==> config.mk <==
export PLATFORM = sky130hd
export DESIGN_NAME = sxi_queue
export DESIGN_NICKNAME = d
export VERILOG_FILES = /design/src/sv/sxi_pkg.sv /design/src/sv/sxi_queue.sv
export SDC_FILE = /design/constraint.sdc
export NUM_CORES = 1
export LEC_CHECK = 0
export ABC_AREA = 1
export BUFFER_PORTS_ARGS = -buffer_cell sky130_fd_sc_hd__buf_2
export CORE_MARGIN = 2
export CORE_UTILIZATION = 30
export DETAILED_ROUTE_END_ITERATION = 10
export PLACE_DENSITY_LB_ADDON = 0.08
export SETUP_SLACK_MARGIN = 0.05
export SYNTH_ARGS = -nofsm -noshare
export SYNTH_HDL_FRONTEND = slang
export SYNTH_SLANG_ARGS = --single-unit
==> constraint.sdc <==
create_clock -name clk -period 3.9 [get_ports clk]
set_input_delay 0.39 -clock clk [delete_from_list [all_inputs] [get_ports clk]]
set_output_delay 0.39 -clock clk [all_outputs]
set_load 0.05 [all_outputs]
==> src/sv/sxi_pkg.sv <==
`default_nettype none
// ----------------------------------------------------------------------------
// sxi_pkg
// Shared types and constants of the spectrum to XYZ integrator.
// ----------------------------------------------------------------------------
package sxi_pkg;

	localparam int MAX_BINS = 512;
	localparam int BIN_W    = 9;
	localparam int SAMPLE_W = 16;
	localparam int WEIGHT_W = 16;
	localparam int OUT_W    = 17;
	localparam int ACC_W    = 42;
	localparam int PROD_W   = SAMPLE_W + WEIGHT_W;
	localparam int HALF_W   = ACC_W / 2;
	localparam int RECIP_W  = 18;
	localparam int PP_W     = HALF_W + RECIP_W;
	localparam int SUM_W    = ACC_W + RECIP_W;
	localparam int OUT_SHIFT = 38;
	localparam int SCALED_W = SUM_W - OUT_SHIFT;

	// Reciprocal of the Y integral in unsigned Q0.24.
	localparam logic [RECIP_W-1:0] RECIP_Y = 18'd157006;
	localparam logic [OUT_W-1:0]   OUT_MAX = {OUT_W{1'b1}};

	// Depth of the queue between the front and the back end.
	localparam int QDEPTH = 4;
	localparam int QPTR_W = $clog2(QDEPTH);

	typedef enum logic {
		OP_LOAD = 1'b0,
		OP_ACC  = 1'b1
	} op_t;

	// One multiply-accumulate job handed from the front to the back end.
	typedef struct packed {
		logic [SAMPLE_W-1:0] sample;
		logic [WEIGHT_W-1:0] wx;
		logic [WEIGHT_W-1:0] wy;
		logic [WEIGHT_W-1:0] wz;
		logic                add;
		logic                last;
	} work_t;

	typedef struct packed {
		logic [OUT_W-1:0] x;
		logic [OUT_W-1:0] y;
		logic [OUT_W-1:0] z;
	} xyz_t;

endpackage
`default_nettype wire

==> src/sv/sxi_queue.sv <==
`default_nettype none
// ----------------------------------------------------------------------------
// sxi_queue
// Short first-in first-out queue of jobs between the front and the back end.
// ----------------------------------------------------------------------------
module sxi_queue (
	input  wire logic           clk,
	input  wire logic           arst_n,
	input  wire logic           push,
	input  wire sxi_pkg::work_t din,
	output logic                full,
	input  wire logic           pop,
	output sxi_pkg::work_t      dout,
	output logic                empty
);
	import sxi_pkg::*;

	work_t               mem_q [QDEPTH];
	logic [QPTR_W-1:0]   wr_ptr_q;
	logic [QPTR_W-1:0]   rd_ptr_q;
	logic [QPTR_W:0]     cnt_q;
	logic                do_push;
	logic                do_pop;

	assign full    = cnt_q == (QPTR_W + 1)'(QDEPTH);
	assign empty   = cnt_q == '0;
	assign do_push = push && !full;
	assign do_pop  = pop && !empty;
	assign dout    = mem_q[rd_ptr_q];

	always_ff @(posedge clk) begin
		if (do_push) begin
			mem_q[wr_ptr_q] <= din;
		end
	end

	always_ff @(posedge clk or negedge arst_n) begin
		if (!arst_n) begin
			wr_ptr_q <= '0;
			rd_ptr_q <= '0;
			cnt_q    <= '0;
		end else begin
			if (do_push) begin
				wr_ptr_q <= wr_ptr_q + QPTR_W'(1);
			end
			if (do_pop) begin
				rd_ptr_q <= rd_ptr_q + QPTR_W'(1);
			end
			if (do_push && !do_pop) begin
				cnt_q <= cnt_q + (QPTR_W + 1)'(1);
			end else if (do_pop && !do_push) begin
				cnt_q <= cnt_q - (QPTR_W + 1)'(1);
			end
		end
	end

endmodule
`default_nettype wire

==> out/qor.yml, run 1 <==
synth:
  synth_top_area_share_pct: 72.0
  synth_area_leaders: "edfxtp_1 (72%), o211ai_1 (9.0%), nand2_1 (7.4%)"
  synth_area_per_cell_um2: 13.2
  async_reset_ff_share_pct: 2.58
  synth_common_cells: "edfxtp_1 (264), nand2_1 (216), inv_1 (147)"
  ys_ff_latch: 271
  postSynthCellCount: 832
  ys_types: 17
  syn_nets: 908
  yosysTopAreaCell: "edfxtp_1"
  synth_warnings: 0
  synth_ff_type: "edfxtp_1"
  ys_seq_area_share_pct: 73.5
  synth.most_common_cell: "edfxtp_1"
  synth.cell_area_um2: 11000
  synth_edf_count: 264
run_status:
  status: "finished clean"
clock_network:
  cts_tree: "yes"
  cts_root_buffer: "clkbuf_16"
  cts_sinks: 271
  cts_buffer_depth: 3
  cts.repair.resized: 0
  cts_buffers: 34
  post-cts-setup-buffers: 0
  path_clk_slew_ps: 50
  cts_hold_buf: 1
  clock_latency_ps: 500
  htree_levels: 2
final_layout:
  layout.nets: 1053
  fin_util_pct: 36.1
  instances_no_fill: 1471
  drive_gt1_share_pct: 20.2
  syn2layout_area_growth_pct: 19.0
  antennaDiodeCount: 0
  final_cell_area_um2: 13100
timing:
  max_freq_mhz: 347
  setup_ws_ps: 1020
  max-slew-margin-rel_pct: 35.5
  finalCriticalPeriod_ps: 2880
  setup_viol: 0
  final.period_utilization_pct: 73.9
  drv_slew: 0
  tightest_slew_ps: 967
  rsz0062_at_grt: "false"
  clock_skew_ps: 15.1
  hold_viol: 0
min_path:
  hp-class: "input pin to flop"
die:
  dieArea_um2: 38300
  fp.dieH_um: 196
  io_pins: 138
  core-area_um2: 36300
  initial_utilization_pct: 30.3
  std_cell_rows: 70
  die_w_um: 196
power_and_ir_drop:
  power.density_nw_per_um2: 885
  swShare_pct: 43.4
  comb_power_share_pct: 41.4
  p_int_mw: 6.57
  total_power_mw: 11.6
  p_leak_nw: 5.26
  pwr-share-seq_pct: 34.1
  vdd_drop_max_uv: 486
  power_switching_mw: 5.04
  clkPwrFrac_pct: 24.5
setup_path:
  critical_path_class: "flop to output port"
  required_ps: 3510
  endpoint_kind: "output port"
  cp-start-kind: "flop"
  cp_max_fo: 116
  critPathArrivalTime_ps: 2490
placement:
  dp_worst_setup_slack_ps: 1500
  dp_hpwl_um: 13500
  place_inst: 1408
  gp_congestion: 0.674
  portBuffers: 137
  dpl-instance-area_um2: 12100
drt:
  detail-route-antenna-nets: 0
  via_per_inst: 4.29
  routed_wl_um: 23600
  wire_per_inst_um: 16.0
  initialDrtViolationCount: 245
  vias: 6310
  first_pass_iters: 4
  drc: 0
global_route:
  grt_max_degree: 117
  grt.total_usage_pct: 12.4
  grt_pass1_vias: 6119
  grt-ovfl-total: 0
  grt_pass1_wl_um: 36000
  antenna_found_initial: 2
run:
  drv_cap: 0
kinds of logic (layout without fill, tap and decap cells):
family	after synthesis	in the layout	synth area share (%)
compound gates	133	133	9.04
xor+xnor	1	1	0.0795
fa+ha+maj	6	6	0.750
buf+inv	193	364	8.71
flops	271	271	73.5
simple gates	228	228	7.87
flip-flops by register name, summed over array words and instances, names as in the netlist:
register,flops
mem_q,264
cnt_q,3
rd_ptr_q,2
wr_ptr_q,2
area by class of cell:
cell class                      instances  area (µm²)
Tap cell                              468         586
Clock inverter                         15         116
Inverter                              149         567
Multi-Input combinational cell        368        1980
Clock buffer                           47         900
Fill cell                            3635       23200
Sequential cell                       271        8100
Timing Repair Buffer                  153         858
power groups by stage:
stage          Combinational [mW]  Sequential (mW)  Clock [mW]
2_1_floorplan                3.85             4.05           0
3_3_place_gp                 4.95             4.02           0
3_5_place_dp                 4.95             4.02           0
4_1_cts                      4.96             3.96        2.96
5_1_grt                      5.25             4.01        3.08
6_report                     4.81             3.96        2.85
worst max-delay path: stages (launching register included):
cell	delay, ps
dfrtp_1	440
inv_8	450
buf_4	480
o211ai_1	130
nand2_1	150
buf_2	280
cell usage in the layout (no fill, tap or decap):
master         synthesis  layout
buf_12                 0       4
buf_2                  5     137
buf_4                  5      11
bufinv_16              0       1
clkbuf_1               6      13
clkbuf_16              0      34
clkinv_1               0       5
clkinv_2               0       5
clkinv_8               0       1
dfrtp_1                7       6
dfrtp_2                0       1
dlygate4sd3_1          0       1
edfxtp_1             264     264
fa_1                   1       1
ha_1                   5       5
inv_1                147     147
inv_2                  2       1
inv_6                  0       3
inv_8                  0       1
nand2_1              216     216
nand3_1                7       7
nand4_1                1       1
nor2_4                 0       4
o211ai_1             132     132
o21ai_0                1       1
xnor2_1                1       1
stage by stage:
step                      hold slack (ps)  setup TNS [ps]
after floorplan                      94.4          -19830
after global placement                242               0
after detailed placement              245               0
after CTS                            75.7               0
after global routing                 78.4               0
final                                97.9               0
routing by layer:
layer / vias up / track usage, % / share of wire, %
met1: 2980 / 15.6 / 45
met2: 108 / 21.2 / 49
met4: 4 / 3.51 / 1.8
li1: 3189 / - / -
met5: - / 0 / 0.089
met3: 29 / 3.09 / 4.5
path summary, 6_finish.rpt:
path / startpoint / slack, ps / to / depth (start not counted)
worst max-delay path: rd_ptr_q[0]$_DFFE_PN0P_ / 1020 / dout[15] / 5
worst min-delay path: din[0] / 100 / mem_q[0][0]$_DFFE_PP_ / 1
worst max register to register: cnt_q[0]$_DFFE_PN0P_ / 1640 / mem_q[0][22]$_DFFE_PP_ / 5
worst min register to register: cnt_q[2]$_DFFE_PN0P_ / 510 / cnt_q[2]$_DFFE_PN0P_ / 2
max in group asynchronous: arst_n / 3380 / rd_ptr_q[1]$_DFFE_PN0P_ / 2
min in group asynchronous: arst_n / 330 / cnt_q[2]$_DFFE_PN0P_ / 2
(Power assumes the default switching activity.)
==> run 2: changes to the inputs <==
Clock period 3.9 ns to 2.44 ns, I/O delays scaled along.
==> out/qor.yml, run 2 (synthesis results as in run 1) <==
run_status:
  status: "finished clean"
placement:
  gp_congestion: 0.672  # -0.25%
  dp_hpwl_um: 13600  # +0.23%
  portBuffers: 137  # unchanged
  place_inst: 1411  # +0.21%
  dp_worst_setup_slack_ps: 595  # -901 ps
setup_path:
  r2r_slack_ps: 630  # -1010 ps
  r2r-end: "cnt_q[1]$_DFFE_PN0P_"
  required_ps: 2200  # -1310 ps
  critPathArrivalTime_ps: 1980  # -510 ps
  cp-start-kind: "flop"
  endpoint_kind: "output port"
  cp_max_fo: 26  # -78%
  rr_startpoint: "cnt_q[0]$_DFFE_PN0P_"
  critical_path_class: "flop to output port"
  r2r_cells: 9  # +4
clock_network:
  cts_root_buffer: "clkbuf_16"
  cts_sinks: 271  # unchanged
  path_clk_slew_ps: 60  # about the same
  htree_levels: 2  # unchanged
  cts_tree: "yes"
  post-cts-setup-buffers: 0  # unchanged
  clock_latency_ps: 500  # about the same
  cts_buffers: 34  # unchanged
  cts_buffer_depth: 3  # unchanged
run:
  drv_cap: 0  # unchanged
die:
  std_cell_rows: 70  # unchanged
  core-area_um2: 36300  # unchanged
  fp.dieH_um: 196  # unchanged
  die_w_um: 196  # unchanged
  initial_utilization_pct: 30.3  # unchanged
  io_pins: 138  # unchanged
  dieArea_um2: 38300  # unchanged
final_layout:
  largest_reg_flops: 264  # unchanged
  multi_input_area_um2: 1980  # unchanged
  largest_registers: "mem_q: 264 flops, cnt_q: 3 flops"
  layout.nets: 1124  # +6.7%
  syn2layout_area_growth_pct: 26.2
  antennaDiodeCount: 0  # unchanged
  fin_util_pct: 38.3  # +2.2 points
  register_area_um2: 8110  # about the same
  mostFrequentLayoutCells: "edfxtp_1 (264), nand2_1 (216), inv_1 (147)"
  instances_no_fill: 1537  # +4.5%
  top_register: "mem_q"
  fillerInstances: 3581  # -1.5%
  final_common_cell: "edfxtp_1"
  drive_gt1_share_pct: 19.2  # -1.1 points
power_and_ir_drop:
  power.density_nw_per_um2: 1350  # +53%
  p_leak_nw: 5.58  # +6.1%
  vdd_drop_max_uv: 763  # +57%
drt:
  routed_wl_um: 24300  # +3.3%
  vias: 6626  # +5.0%
  first_pass_iters: 4  # unchanged
  initialDrtViolationCount: 188  # -23%
  detail-route-antenna-nets: 0  # unchanged
  drc: 0  # unchanged
  via_per_inst: 4.31  # +0.50%
  wire_per_inst_um: 15.8  # -1.1%
timing:
  hold_slack_ps: 22.7  # -75.3 ps
  rsz0062_at_grt: "false"
  tightest_slew_ps: 423  # -544 ps
  max_freq_mhz: 449
  finalCriticalPeriod_ps: 2230
  setup_viol: 0  # unchanged
  finalSetupTns_ps: 0  # unchanged
  setup_ws_ps: 214  # -803 ps
  final.period_utilization_pct: 91.2
  clock_skew_ps: 13.9  # -1.20 ps
  hold_viol: 0  # unchanged
  max-slew-margin-rel_pct: 71.8  # +36 points
  drv_slew: 0  # unchanged
global_route:
  antenna_found_initial: 0  # -2
  grt-ovfl-total: 0  # unchanged
  grt_pass1_wl_um: 38000  # +5.6%
  grt.total_usage_pct: 13.0  # +0.60 points
  grt_max_degree: 69  # -41%
  grt_pass1_vias: 6568  # +7.3%
min_path:
  holdPathEnd: "wr_ptr_q[0]$_DFFE_PN0P_"
  hold_path.startpoint: "push"
  hp-class: "input pin to flop"
  hold_depth: 3  # +2
[run 2: where the power goes]
part	leakage (nW)	switching, mW	total [mW]	internal (mW)
Sequential	2.50	0.239	6.36	6.12
Combinational	2.61	6.10	8.06	1.96
Clock	0.478	1.78	4.39	2.61
Total	5.58	8.11	18.8	10.7
[run 2: worst max path at each step]
| stage | startpoint | to | slack (ps) |
|---|---|---|---|
| global placement | rd_ptr_q[0]$_DFFE_PN0P_ | dout[8] | 610 |
| CTS | rd_ptr_q[0]$_DFFE_PN0P_ | dout[30] | 80 |
| floorplan | cnt_q[0]$_DFFE_PN0P_ | mem_q[0][0]$_DFFE_PP_ | -470 |
| detailed placement | rd_ptr_q[0]$_DFFE_PN0P_ | dout[8] | 600 |
| global route | rd_ptr_q[0]$_DFFE_PN0P_ | dout[42] | 60 |
| finish | rd_ptr_q[0]$_DFFE_PN0P_ | dout[28] | 210 |
[run 2: critical path, cell delays in order, from the launching register on]
cell      delay (ps)
dfrtp_2          530
inv_16           180
buf_4            280
o211ai_1         110
nand2_1          100
buf_2            260
[run 2: final cells by class]
type | instances | area share [%]
Tap cell | 468 | 4.21
Timing Repair inverter | 1 | 0.0630
Clock inverter | 14 | 0.486
Clock buffer | 43 | 6.51
Timing Repair Buffer | 223 | 12.0
Inverter | 149 | 4.14
Sequential cell | 271 | 58.3
Multi-Input combinational cell | 368 | 14.3
[run 2: metal layers]
metal / wire [µm] / part of all wire (%) / track usage [%] / up-vias
li1: - / - / - / 3336
met1: 11100 / 46 / 16.7 / 3145
met2: 11800 / 48 / 22.2 / 111
met3: 976 / 4.0 / 2.85 / 34
met4: 441 / 1.8 / 3.36 / 0
met5: 0 / 0 / 0 / -
[run 2: what timing repair did]
item / in CTS / in global routing
endpoints found under the setup margin: 1 / 26
hold buffers: 68 / 0
cloned: 0 / 1
hold endpoints to repair: 273 / 0
resized for setup: 1 / 7
[run 2: through the flow]
stage | area (µm²) | power [mW]
after floorplan | 11000 | 12.6
after global placement | 12200 | 14.6
after detailed placement | 12200 | 14.6
after CTS | 13900 | 19.1
after global routing | 13900 | 20.0
final | 13900 | 18.8
==> run 3: changes to the inputs <==
Settings changed: RECOVER_POWER set to 50.
==> out/qor.yml, run 3 (synthesis results as in run 1) <==
run_status:
  status: "finished clean"
setup_path:
  worstPathCellList: "inv_16 > buf_4 > o211ai_1 > nand2_1 > buf_2"
  cp-start-kind: "flop"
  required_ps: 2200  # about the same
  r2r_cells: 6  # -3
  crit_end: "dout[28]"
  critical_path_class: "flop to output port"
  slowest_stage: "dfrtp_2"
  critPathArrivalTime_ps: 1990  # about the same
  crit_family: "buffers and inverters"
  cp.depth: 5  # unchanged
  cp_max_fo: 26  # unchanged
  endpoint_kind: "output port"
  cp_num_buf_inv: 3  # unchanged
  crit_start: "rd_ptr_q[0]$_DFFE_PN0P_"
  r2r-end: "mem_q[2][13]$_DFFE_PP_"
  r2r_slack_ps: 330  # -300 ps
  slowest_delay_ps: 530  # about the same
  rr_startpoint: "cnt_q[0]$_DFFE_PN0P_"
global_route:
  grt-ovfl-total: 0  # unchanged
  grt.total_usage_pct: 13.0  # unchanged
  antenna_found_initial: 0  # unchanged
  grt_max_degree: 69  # unchanged
  grt_pass1_wl_um: 38000  # unchanged
  grt_pass1_vias: 6568  # unchanged
final_layout:
  drive_gt1_share_pct: 12.8  # -6.4 points
  multi_input_area_um2: 1980  # unchanged
  fillerInstances: 3596  # +0.42%
  mostFrequentLayoutCells: "edfxtp_1 (264), nand2_1 (216), inv_1 (147)"
  register_area_um2: 8110  # unchanged
  largest_registers: "mem_q: 264 flops, cnt_q: 3 flops"
  fin_util_pct: 37.9  # -0.38 points
  antennaDiodeCount: 0  # unchanged
  layout.nets: 1124  # unchanged
  top_register: "mem_q"
  final_cell_area_um2: 13800  # -0.99%
  final_common_cell: "edfxtp_1"
  largest_reg_flops: 264  # unchanged
  syn2layout_area_growth_pct: 25.0
die:
  fp.dieH_um: 196  # unchanged
  die_w_um: 196  # unchanged
  dieArea_um2: 38300  # unchanged
  initial_utilization_pct: 30.3  # unchanged
  std_cell_rows: 70  # unchanged
  io_pins: 138  # unchanged
  core-area_um2: 36300  # unchanged
clock_network:
  cts_root_buffer: "clkbuf_16"
  path_clk_slew_ps: 60  # about the same
  htree_levels: 2  # unchanged
  cts_buffers: 34  # unchanged
  cts_tree: "yes"
  cts_sinks: 271  # unchanged
  cts_buffer_depth: 3  # unchanged
  clock_latency_ps: 500  # about the same
timing:
  max_freq_mhz: 448  # -0.19%
  hold_slack_ps: 21.8  # -0.815 ps
  rsz0062_at_grt: "false"
  clock_skew_ps: 14.0  # +0.0739 ps
  finalCriticalPeriod_ps: 2230  # +4.29 ps
  tightest_slew_ps: 612  # +189 ps
  max-slew-margin-rel_pct: 59.2  # -13 points
  setup_viol: 0  # unchanged
  final.period_utilization_pct: 91.4  # +0.18 points
  drv_slew: 0  # unchanged
  hold_viol: 0  # unchanged
min_path:
  hold_path.startpoint: "push"
  hp-class: "input pin to flop"
drt:
  drc: 0  # unchanged
  via_per_inst: 4.31  # about the same
  first_pass_iters: 4  # unchanged
  routed_wl_um: 24300  # -0.37%
  wire_per_inst_um: 15.8  # -0.37%
  detail-route-antenna-nets: 0  # unchanged
  initialDrtViolationCount: 210  # +12%
  vias: 6630  # +0.060%
power_and_ir_drop:
  comb_power_share_pct: 42.6  # -0.3 points
  swShare_pct: 43.3  # +0.14 points
  p_int_mw: 10.6  # -0.63%
  vdd_drop_max_uv: 763  # about the same
  p_leak_nw: 5.38  # -3.6%
  pwr-share-seq_pct: 34.0  # +0.2 points
  power_switching_mw: 8.11  # about the same
  clkPwrFrac_pct: 23.4  # about the same
  power.density_nw_per_um2: 1360  # +0.61%
run:
  drv_cap: 0  # unchanged
placement:
  portBuffers: 137  # unchanged
  dp_hpwl_um: 13600  # unchanged
  dpl-instance-area_um2: 12200  # unchanged
  gp_congestion: 0.672  # unchanged
-- run 3: cell types whose count changed in the layout (fill, tap and decap cells not counted), sizes merged --
cell	previous run	this run
buf	154	82
clkbuf	44	116
-- run 3: layout make-up --
cell class	count	area share [%]
sequential	271	58.9
timing repair buffer	223	11.2
clock buffer	43	6.58
multi-input combinational	368	14.4
inverter	149	4.18
tap	468	4.25
timing repair inverter	1	0.0636
clock inverter	14	0.491
-- run 3: worst reg2reg max path: cells and delay by family, from the launching register on --
| family | cells | cell delay, ps |
|---|---|---|
| buffers and inverters | 3 | 900 |
| DFF | 1 | 410 |
| and+or+nand+nor | 3 | 410 |
-- run 3: power by group through the flow --
stage               combinational (mW)  clock (mW)  sequential [mW]
CTS                               8.24        4.57             6.33
floorplan                         6.17           0             6.42
detailed placement                8.13           0             6.43
finish                            7.97        4.39             6.37
global route                      8.71        4.76             6.44
global placement                  8.12           0             6.43
-- run 3: metrics by stage --
stage	setup TNS, ps	worst slack (ps)	total power, mW	cells
floorplan	-125260	-474	12.6	832
global placement	0	608	14.6	1411
detailed placement	0	595	14.6	1411
CTS	0	83.9	19.1	1536
global route	0	56.3	19.9	1537
finish	0	210	18.7	1537
-- run 3: timing repair --
item	CTS	global route
endpoints found under the setup margin	1	26
buffers inserted	0	0
cloned	0	1
gates resized for setup	1	7
endpoints found under the hold margin	273	0
hold buffers	68	0
-- run 3: per-layer routing --
layer,vias to the layer above,global-route usage [%],wire length (µm)
met3,36,2.85,1010
met1,3146,16.7,11000
met4,0,3.36,463
met2,108,22.2,11700
li1,3340,-,-
met5,-,0,0
-- run 3: how the worst min path moves through the flow --
stage                         endpoint  cells after the start
3_5_place_dp   wr_ptr_q[1]$_DFFE_PN0P_                      1
5_1_grt        wr_ptr_q[0]$_DFFE_PN0P_                      3
4_1_cts        wr_ptr_q[0]$_DFFE_PN0P_                      3
3_3_place_gp   wr_ptr_q[1]$_DFFE_PN0P_                      1
6_report       wr_ptr_q[0]$_DFFE_PN0P_                      3
2_1_floorplan     cnt_q[0]$_DFFE_PN0P_                      0
